File: src/hw/rtl/wsh_div.sv
// ----------------------------------------------------------------------------
// Serial divider
// Restoring unsigned division that produces one quotient bit per cycle.
// ----------------------------------------------------------------------------
module wsh_div #(
  parameter int DW = 24,
  parameter int VW = 9
) (
  input  logic          clk_i,
  input  logic          rst_ni,
  input  logic          start_i,
  input  logic [DW-1:0] dividend_i,
  input  logic [VW-1:0] divisor_i,
  output logic          done_o,
  output logic [DW-1:0] quotient_o
);

  localparam int CntW = $clog2(DW + 1);

  logic            busy_q, busy_d;
  logic            done_q, done_d;
  logic [CntW-1:0] cnt_q, cnt_d;
  logic [DW-1:0]   quo_q, quo_d;
  logic [VW-1:0]   rem_q, rem_d;
  logic [VW-1:0]   div_q, div_d;
  logic [VW:0]     rem_sh;
  logic            fits;

  always_comb begin
    rem_sh = {rem_q, quo_q[DW-1]};
    fits   = rem_sh >= {1'b0, div_q};
    busy_d = busy_q;
    done_d = 1'b0;
    cnt_d  = cnt_q;
    quo_d  = quo_q;
    rem_d  = rem_q;
    div_d  = div_q;
    if (start_i) begin
      busy_d = 1'b1;
      cnt_d  = CntW'(DW);
      quo_d  = dividend_i;
      rem_d  = '0;
      div_d  = divisor_i;
    end else if (busy_q) begin
      quo_d = {quo_q[DW-2:0], fits};
      rem_d = fits ? VW'(rem_sh - {1'b0, div_q}) : VW'(rem_sh);
      cnt_d = cnt_q - CntW'(1);
      if (cnt_q == CntW'(1)) begin
        busy_d = 1'b0;
        done_d = 1'b1;
      end
    end
  end

  always_ff @(posedge clk_i or negedge rst_ni) begin
    if (!rst_ni) begin
      busy_q <= 1'b0;
      done_q <= 1'b0;
      cnt_q  <= '0;
    end else begin
      busy_q <= busy_d;
      done_q <= done_d;
      cnt_q  <= cnt_d;
    end
  end

  always_ff @(posedge clk_i) begin
    quo_q <= quo_d;
    rem_q <= rem_d;
    div_q <= div_d;
  end

  assign done_o     = done_q;
  assign quotient_o = quo_q;

endmodule

File: config.mk
export PLATFORM = sky130hd
export DESIGN_NAME = wsh_div
export DESIGN_NICKNAME = d
export VERILOG_FILES = /design/src/hw/rtl/wsh_div.sv
export SDC_FILE = /design/constraint.sdc
export NUM_CORES = 1
export LEC_CHECK = 0
export ABC_AREA = 1
export BUFFER_PORTS_ARGS = -buffer_cell sky130_fd_sc_hd__buf_2
export CAP_MARGIN = 30
export CELL_PAD_IN_SITES_DETAIL_PLACEMENT = 1
export CELL_PAD_IN_SITES_GLOBAL_PLACEMENT = 1
export CORE_ASPECT_RATIO = 1.2
export CORE_UTILIZATION = 39
export CTS_CLUSTER_DIAMETER = 30
export DETAILED_ROUTE_END_ITERATION = 8
export PLACE_DENSITY = 0.91
export SLEW_MARGIN = 20
export SYNTH_ARGS = -nofsm -noshare
export SYNTH_HDL_FRONTEND = slang
export SYNTH_SLANG_ARGS = --single-unit
File: constraint.sdc
create_clock -name clk_i -period 2.38 [get_ports clk_i]
set_clock_uncertainty 0.2 [all_clocks]
set_input_delay 0.238 -clock clk_i [delete_from_list [all_inputs] [get_ports clk_i]]
set_output_delay 0.238 -clock clk_i [all_outputs]
set_load 0.01 [all_outputs]
==> metrics.yaml, run 1 <==
final_layout:
  fin_nets: 439
  area_delta_synth_final_pct: 26.2
  multi_input_area_um2: 1060
  fillers: 800
  diodes: 0
  drive_gt1_frac: 0.230
  regArea_um2: 1350
synth:
  synthMuxAreaShare: 0
  synth_fa_ha_area_frac: 0.0600
  synth_fp_nets: 361
  synthCells: 313
  synth-compound-area-share: 0.0281
  ys_seq_elements: 49
  synth_top_family_by_area: "simple AND/OR/NAND/NOR gates"
  synth_flop_cell: "edfxtp_1"
  yosys.area_share.simple: 0.301
  synth_edf_count: 33
  synthXorXnorAreaFrac: 0.0100
  synth_top_area_cell: "edfxtp_1"
  synth_area_leaders: "edfxtp_1 38%, nand2_1 19%, dfxtp_1 6.9%, dfrtp_1 6.7%, inv_1 6.0%"
  yosysWarnings: 0
  async_flop_share: 0.143
  synthTopCellsByCount: "134 x nand2_1, 42 x inv_1, 33 x edfxtp_1, 17 x nand3_1, 12 x nor2_1"
  synth.most_common_cell: "nand2_1"
  syn_avg_cell_area_um2: 8.40
  yosysTopAreaCellShare: 0.377
  synth_cell_types: 28
  syn-cell-area_um2: 2630
  synth-seq-area-share: 0.512
routing:
  detail_route.wl_per_cell_um: 16.2
  wl_mm: 7.73
  ant_nets: 0
  drt_iter0_drc: 114
  first_pass_iters: 4
  drc: 0
  detail_route.vias_per_cell: 4.94
  routed-via-count: 2356
die:
  core_area_um2: 6490
  die_area_um2: 7070
  initial_core_util: 0.405
  die_y_um: 91.9
  fp.dieW_um: 76.9
  rows: 32
  io_pins: 61
cts:
  cts_tree: "yes"
  clkSlewWorstSetupHoldPaths_ns: 0.09
  cts_max_level: 2
  cts_made_buffers: 5
  cts-root-buf: "clkbuf_8"
  clk_latency_ns: 0.31
  cts.sink_count: 49
  postCtsSetupBuffers: 0
  clockBufferDepth: 2
timing:
  setup-violations-final: 0
  post-route-period-util: 0.950
  min_period_ns: 2.26
  rsz0062_at_grt: "false"
  timing.fmax_ghz: 0.442
  slew_headroom: 0.730
  worstMarginPinSlew_ns: 0.402
  final.setup.tns_ns: 0
  drv_slew: 0
  finalHoldViolCount: 0
placed_design:
  portBuffers: 60
  place_congestion: 0.807
  hpwl_mm: 5.13
critical_path:
  rrSetupSlack_ns: 0.12
  r2r_cells: 11
  r2r-start: "quotient_o[23]"
  path_max_fanout: 6
  crit_required_ns: 2.39
  max_stage_delay_ns: 0.42
  crit_path_start_kind: "flop"
  cp_data_arrival_time_ns: 2.27
  rr_endpoint: "rem_q[0]"
  path_cells: "inv_1, ha_1, inv_1, fa_1, nand4_1, nand2_1, nand2_4, buf_12, nand3_2, nand3_1, nand2_1"
  path_class: "flop to flop"
  endpoint_kind: "flop"
  cp_slowest_cell: "fa_1"
power_and_ir_drop:
  vdd_ir_drop_max_mv: 0.446
  total_leakage_power_nw: 1.78
  power_density_nw_per_um2: 986
  power_mw: 3.27
status:
  status: "completed"
global_route:
  track_usage: 0.234
  first_global_vias: 2638
  antenna_found_initial: 0
  grt_pass1_wl_mm: 12.7
  grt_max_degree: 29
  grt-ovfl-total: 0
worst_hold_path:
  worstHoldPathCells: 3
  hp-start: "dividend_i[16]"
  hold_path_class: "input port to flop"
  whs_endpoint: "quotient_o[16]"
run:
  cap_violations: 0
[state kept, by name, summed over array words and instances, names as in the netlist]
signal	flops
rem_q	9
busy_q	1
cnt_q	5
div_q	9
quotient_o	24
done_o	1
[per-layer routing]
metal | global-route usage | up-vias | wire length (um)
met4 | 0.0801 | 0 | 144
met5 | 0 | - | 0
li1 | - | 1140 | -
met2 | 0.432 | 60 | 4010
met3 | 0.0428 | 12 | 303
met1 | 0.267 | 1144 | 3270
[cells in the final DEF, fill, tap and decap left out]
master / instances
nor2_1: 12
nor2b_4: 1
nor3_1: 1
inv_1: 42
nand2_2: 2
a21oi_1: 5
nand4_1: 3
edfxtp_1: 33
dfrtp_1: 7
buf_12: 1
a31oi_1: 1
buf_2: 60
bufinv_16: 2
clkinv_1: 2
nor4_1: 1
a21oi_2: 1
nand3_2: 9
nand2_4: 2
o21ai_0: 4
dlygate4sd3_1: 14
o22ai_1: 1
fa_1: 1
clkbuf_8: 5
xnor2_1: 3
dfxtp_1: 9
buf_4: 6
nand3_1: 17
ha_1: 11
clkinv_2: 1
a21o_1: 1
nand2_1: 134
[stage by stage]
stage	cell area (um^2)	worst slack, ns	hold WS [ns]	instances	utilization
after detailed placement	3030	0.149	-0.118	455	0.468
after global routing	3320	0.00367	0.00285	477	0.511
final	3320	0.119	0.00207	477	0.511
after CTS	3310	0.0758	0.000234	477	0.510
after floorplan	2630	0.303	-0.258	313	-
after global placement	3030	0.301	-0.124	455	0.468
[power by group]
group          leakage [nW]  total (mW)  internal (mW)  switching [mW]
registers             0.506        1.19           1.06           0.127
logic                  1.21        1.37          0.514           0.855
clock network        0.0681       0.713          0.418           0.295
[kinds of logic after synthesis]
kind of cell             Yosys count
AND/OR/NAND/NOR                  182
buffers and inverters             54
flip-flops                        49
AO/OA/AOI/OAI                     13
adder cells (fa/ha/maj)           12
XOR/XNOR                           3
[final cells by class]
type / instances / share of cell area
flip-flops and latches: 49 / 0.406
multi-input cells: 210 / 0.320
repair buffers: 81 / 0.152
inverters: 44 / 0.0498
well taps: 85 / 0.0321
clock buffers: 5 / 0.0207
clock inverters: 3 / 0.0196
[critical path, delay by kind of cell (launching register included)]
family	cells	cell delay, ns
fa+ha+maj	2	0.58
buf+inv	3	0.33
flops	1	0.40
simple gates	6	0.66
[worst max-delay path by stage]
stage                   startpoint             to  cells after the start
floorplan           quotient_o[23]  quotient_o[0]                      9
global placement    quotient_o[23]       rem_q[0]                     11
detailed placement  quotient_o[23]       rem_q[0]                     11
CTS                 quotient_o[23]       rem_q[5]                     11
global route        quotient_o[23]       rem_q[0]                     11
finish              quotient_o[23]       rem_q[0]                     11
[repair_timing]
item | 4_1_cts | 5_1_grt
resized for setup | 0 | 2
endpoints found under the hold margin | 20 | 0
setup endpoints to repair | 0 | 8
hold buffers | 14 | 0
No activity file was read; power rests on OpenSTA's default activity.
==> run 2: changes to the inputs <==
Settings changed: CAP_MARGIN 30 to 20, CELL_PAD_IN_SITES_DETAIL_PLACEMENT 1 to default, CELL_PAD_IN_SITES_GLOBAL_PLACEMENT 1 to default, CORE_UTILIZATION 39 to 45, PLACE_DENSITY 0.91 to 0.81.
==> metrics.yaml, run 2 (synthesis gave the netlist of run 1 again) <==
critical_path:
  cp_data_arrival_time_ns: 2.26  # about the same
  endpoint_kind: "flop"
  crit_required_ns: 2.43  # +0.04 ns
  path_max_fanout: 9  # +3
  crit_path_start_kind: "flop"
  path_class: "flop to flop"
timing:
  worstMarginPinSlew_ns: 0.719  # +0.317 ns
  worst_slack_ns: 0.171  # +0.0520 ns
  post-route-period-util: 0.928  # -0.0219
  finalHoldViolCount: 0  # unchanged
  timing.fmax_ghz: 0.453  # +2.4%
  setup-violations-final: 0  # unchanged
  rsz0062_at_grt: "false"
  min_period_ns: 2.21  # -0.0520 ns
  drv_slew: 0  # unchanged
  worst_hold_slack_ns: 0.00485  # +0.00278 ns
  final.setup.tns_ns: 0  # unchanged
  slew_headroom: 0.519  # -0.210
cts:
  cts_max_level: 2  # unchanged
  clk_latency_ns: 0.31  # about the same
  cts_made_buffers: 5  # unchanged
  postCtsSetupBuffers: 0  # unchanged
  cts.sink_count: 49  # unchanged
  clockBufferDepth: 2  # unchanged
  cts-root-buf: "clkbuf_8"
  clkSlewWorstSetupHoldPaths_ns: 0.09  # about the same
  cts_tree: "yes"
status:
  status: "completed"
final_layout:
  drive_gt1_frac: 0.216  # -0.0135
  area_delta_synth_final_pct: 26.4
  diodes: 0  # unchanged
  fin_nets: 445  # +1.4%
  final_cell_mix: "134 x nand2_1, 60 x buf_2, 42 x inv_1"
  largest_register_ff_count: 24  # unchanged
  regArea_um2: 1350  # unchanged
  fillers: 481  # -40%
  final_common_cell: "nand2_1"
  multi_input_area_um2: 1050  # -0.47%
run:
  cap_violations: 0  # unchanged
routing:
  detail_route.wl_per_cell_um: 12.6  # -22%
  routed-via-count: 2345  # -0.47%
  detail_route.vias_per_cell: 5.08  # +2.8%
  wl_mm: 5.81  # -25%
  ant_nets: 0  # unchanged
  drt_iter0_drc: 127  # +11%
  first_pass_iters: 4  # unchanged
  drc: 0  # unchanged
global_route:
  grt_pass1_wl_mm: 9.95  # -22%
  met1_usage: 0.257  # -0.00947
  grt-ovfl-total: 0  # unchanged
  grt_max_degree: 29  # unchanged
  grt_busiest_layer: "met2"
  track_usage: 0.208  # -0.0258
  use_met2: 0.356  # -0.0764
  antenna_found_initial: 0  # unchanged
  first_global_vias: 2261  # -14%
  grt.met3_usage: 0.0353  # -0.00753
die:
  initial_core_util: 0.467  # +0.0616
  die_y_um: 85.7  # -6.8%
  io_pins: 61  # unchanged
  die_area_um2: 6150  # -13%
  rows: 30  # -6.3%
  core_area_um2: 5630  # -13%
  fp.dieW_um: 71.8  # -6.7%
power_and_ir_drop:
  intPower_mw: 1.87  # -6.2%
  total_leakage_power_nw: 1.79  # +0.43%
  pwr-share-comb: 0.409  # -0.010
  p_sw_mw: 1.12  # -13%
  vdd_ir_drop_max_mv: 0.468  # +5.0%
  p_seq_frac: 0.394  # +0.030
  switching_share: 0.374  # -0.0165
  p_clk_frac: 0.197  # -0.021
  power_density_nw_per_um2: 898  # -8.9%
worst_hold_path:
  hold_path_class: "input port to flop"
placed_design:
  portBuffers: 60  # unchanged
  dpl_worst_slack_ns: 0.195  # +0.0454 ns
  place_congestion: 0.855  # +5.9%
  hpwl_mm: 4.16  # -19%
run 2: cell types whose count changed in the layout (fill, tap and decap cells not counted):
cell | before | now
dlygate4sd3_1 | 14 | 22
buf_4 | 6 | 4
bufinv_16 | 2 | 1
clkbuf_1 | 0 | 1
clkinv_1 | 2 | 3
clkinv_2 | 1 | 0
nand2_2 | 2 | 3
nand2_4 | 2 | 1
run 2: through the flow:
step | cell area, um^2 | cells | utilization | total power, mW
final | 3320 | 462 | 0.590 | 2.99
after global routing | 3320 | 462 | 0.590 | 3.21
after floorplan | 2630 | 313 | - | 2.11
after CTS | 3320 | 462 | 0.589 | 2.98
after detailed placement | 2990 | 432 | 0.531 | 2.36
after global placement | 2990 | 432 | 0.531 | 2.32
run 2: cell type report:
type / instances / area share
clock buffer: 6 / 0.0218
clock inverter: 2 / 0.0102
timing repair buffer: 87 / 0.172
inverter: 44 / 0.0497
tap: 64 / 0.0241
multi-input combinational: 210 / 0.317
sequential: 49 / 0.405
run 2: power groups by stage:
stage	clock [mW]	combinational [mW]	sequential [mW]
2_1_floorplan	0	0.930	1.18
3_3_place_gp	0	1.14	1.18
3_5_place_dp	0	1.17	1.18
4_1_cts	0.598	1.21	1.17
5_1_grt	0.625	1.39	1.19
6_report	0.587	1.22	1.18
run 2: what timing repair did:
action / CTS / global route
gates resized for setup: 0 / 1
setup endpoints to repair: 0 / 9
endpoints found under the hold margin: 28 / 0
hold buffers: 22 / 0
run 2: per-layer routing:
metal | wire, um | share of wire | vias up
met4 | 155 | 0.027 | 0
met2 | 2870 | 0.49 | 79
met1 | 2490 | 0.43 | 1102
li1 | - | - | 1153
met3 | 291 | 0.050 | 11
met5 | 0 | 0 | -
run 2: worst paths after layout:
kind | start | endpoint | slack (ns) | depth (start not counted)
hold / removal | dividend_i[14] | quotient_o[14] | 0.005 | 3
max in group asynchronous | rst_ni | done_o | 1.74 | 2
min in group asynchronous | rst_ni | busy_q | 0.09 | 2
setup / recovery | quotient_o[23] | rem_q[1] | 0.17 | 11
setup reg to reg | quotient_o[23] | rem_q[1] | 0.17 | 11
hold reg to reg | rem_q[3] | rem_q[3] | 0.29 | 2
run 2: worst max-delay path: stages, from the launching register on:
cell	delay (ns)
edfxtp_1	0.41
inv_1	0.11
ha_1	0.15
inv_1	0.07
fa_1	0.42
nand4_1	0.14
nand2_1	0.13
nand2_4	0.14
nand2_2	0.14
nand2_1	0.09
nand3_1	0.06
nand2_1	0.09
==> run 3: changes to the inputs <==
--- a/constraint.sdc
+++ b/constraint.sdc
@@ -3,3 +3,3 @@
 set_input_delay 0.238 -clock clk_i [delete_from_list [all_inputs] [get_ports clk_i]]
 set_output_delay 0.238 -clock clk_i [all_outputs]
-set_load 0.01 [all_outputs]
+set_load 0.1 [all_outputs]
==> metrics.yaml, run 3 (synthesis gave the netlist of run 1 again) <==
worst_hold_path:
  whs_endpoint: "quotient_o[6]"
  hp-start: "dividend_i[6]"
  worstHoldPathCells: 3  # unchanged
  hold_path_class: "input port to flop"
die:
  rows: 30  # unchanged
  die_area_um2: 6150  # unchanged
  initial_core_util: 0.467  # unchanged
  die_y_um: 85.7  # unchanged
  core_area_um2: 5630  # unchanged
  fp.dieW_um: 71.8  # unchanged
  io_pins: 61  # unchanged
critical_path:
  endpoint_kind: "flop"
  cp_data_arrival_time_ns: 2.16  # -0.10 ns
  rr_endpoint: "rem_q[8]"
  path_class: "flop to flop"
  rrSetupSlack_ns: 0.23  # +0.05 ns
  r2r-start: "quotient_o[23]"
  crit_path_start_kind: "flop"
  path_max_fanout: 8  # -1
  crit_start: "quotient_o[23]"
  r2r_cells: 11  # unchanged
  crit_required_ns: 2.39  # -0.04 ns
routing:
  ant_nets: 0  # unchanged
  wl_mm: 5.42  # -6.6%
  first_pass_iters: 4  # unchanged
  routed-via-count: 2166  # -7.6%
  drt_iter0_drc: 77  # -39%
  detail_route.vias_per_cell: 4.77  # -6.0%
  detail_route.wl_per_cell_um: 11.9  # -5.0%
  drc: 0  # unchanged
global_route:
  grt_pass1_wl_mm: 9.52  # -4.3%
  first_global_vias: 2230  # -1.4%
  grt_max_degree: 28  # -3.4%
  antenna_found_initial: 0  # unchanged
  track_usage: 0.197  # -0.0109
  grt-ovfl-total: 0  # unchanged
power_and_ir_drop:
  vdd_ir_drop_max_mv: 0.584  # +25%
  power_density_nw_per_um2: 982  # +9.3%
  power_mw: 3.16  # +5.7%
  total_leakage_power_nw: 1.73  # -3.3%
timing:
  slew_headroom: 0.499  # -0.0201
  rsz0062_at_grt: "false"
  timing.fmax_ghz: 0.464  # +2.5%
  min_period_ns: 2.15  # -0.0545 ns
  setup-violations-final: 0  # unchanged
  drv_slew: 0  # unchanged
  finalHoldViolCount: 0  # unchanged
  final.setup.tns_ns: 0  # unchanged
  worstMarginPinSlew_ns: 0.749  # +0.0300 ns
  worst_slack_ns: 0.225  # +0.0545 ns
  post-route-period-util: 0.905  # -0.0229
final_layout:
  fillers: 484  # +0.62%
  final_cell_mix: "134 x nand2_1, 60 x buf_2, 41 x inv_1"
  multi_input_area_um2: 1050  # -0.24%
  area_delta_synth_final_pct: 22.3
  fin_area_um2: 3210  # -3.3%
  diodes: 0  # unchanged
  regArea_um2: 1350  # unchanged
  final_common_cell: "nand2_1"
  fin_nets: 437  # -1.8%
  stdcell_count: 454  # -1.7%
  largest_register_ff_count: 24  # unchanged
  drive_gt1_frac: 0.223  # +0.00700
placed_design:
  place_area_um2: 2990  # about the same
  place_congestion: 0.810  # -5.2%
  dp_cells: 432  # unchanged
  hpwl_mm: 4.04  # -2.8%
  dpl_worst_slack_ns: 0.236  # +0.0412 ns
  portBuffers: 60  # unchanged
cts:
  cts-root-buf: "clkbuf_8"
  clkSlewWorstSetupHoldPaths_ns: 0.09  # about the same
  cts_made_buffers: 5  # unchanged
  hold_buffers: 14  # -36%
  clockBufferDepth: 2  # unchanged
  clk_latency_ns: 0.30  # about the same
  postCtsResizedCells: 0  # unchanged
  postCtsSetupBuffers: 0  # unchanged
  cts.sink_count: 49  # unchanged
  cts_max_level: 2  # unchanged
  cts_tree: "yes"
status:
  status: "completed"
run:
  cap_violations: 0  # unchanged
-- run 3: changes by cell type in the layout (fill, tap and decap cells not counted) --
cell           change
dlygate4sd3_1      -8
clkbuf_1           +2
bufinv_16          -1
clkinv_1           -1
fa_1               -1
fa_2               +1
inv_1              -1
inv_2              +1
nand2_2            +1
nand2_4            -1
-- run 3: layout make-up --
type,count,area share
multi-input combinational,210,0.327
sequential,49,0.419
clock buffer,8,0.0249
timing repair buffer,79,0.153
inverter,44,0.0514
tap,64,0.0249
-- run 3: worst max-delay path, stage by stage (launching register included) --
cell      delay (ns)
edfxtp_1        0.41
inv_2           0.08
ha_1            0.14
inv_1           0.07
fa_2            0.37
nand4_1         0.12
nand2_1         0.09
nand2_2         0.19
buf_4           0.18
nand3_2         0.06
nand3_1         0.10
nand2_1         0.05
-- run 3: per-stage QoR --
stage	util	hold slack, ns
6_report	0.571	0.00942
5_1_grt	0.571	0.00546
4_1_cts	0.571	0.00359
3_5_place_dp	0.532	-0.119
3_3_place_gp	0.532	-0.121
2_1_floorplan	-	-0.258
-- run 3: worst max-delay path by stage --
stage,slack [ns],endpoint,cells past startpoint
2_1_floorplan,-0.07,quotient_o[0],9
3_3_place_gp,0.31,rem_q[7],11
3_5_place_dp,0.24,rem_q[8],11
4_1_cts,0.22,rem_q[8],11
5_1_grt,0.05,rem_q[5],11
6_report,0.23,rem_q[8],11
-- run 3: per-layer routing --
| metal | vias up | global-route usage | wire (um) |
|---|---|---|---|
| met5 | - | 0 | 0 |
| met4 | 0 | 0.0660 | 85 |
| met3 | 9 | 0.0423 | 279 |
| met2 | 60 | 0.342 | 2620 |
| met1 | 959 | 0.242 | 2440 |
| li1 | 1138 | - | - |
-- run 3: power breakdown --
| part | internal, mW | switching (mW) |
|---|---|---|
| Combinational | 0.482 | 1.03 |
| Sequential | 1.06 | 0.108 |
| Clock | 0.209 | 0.266 |
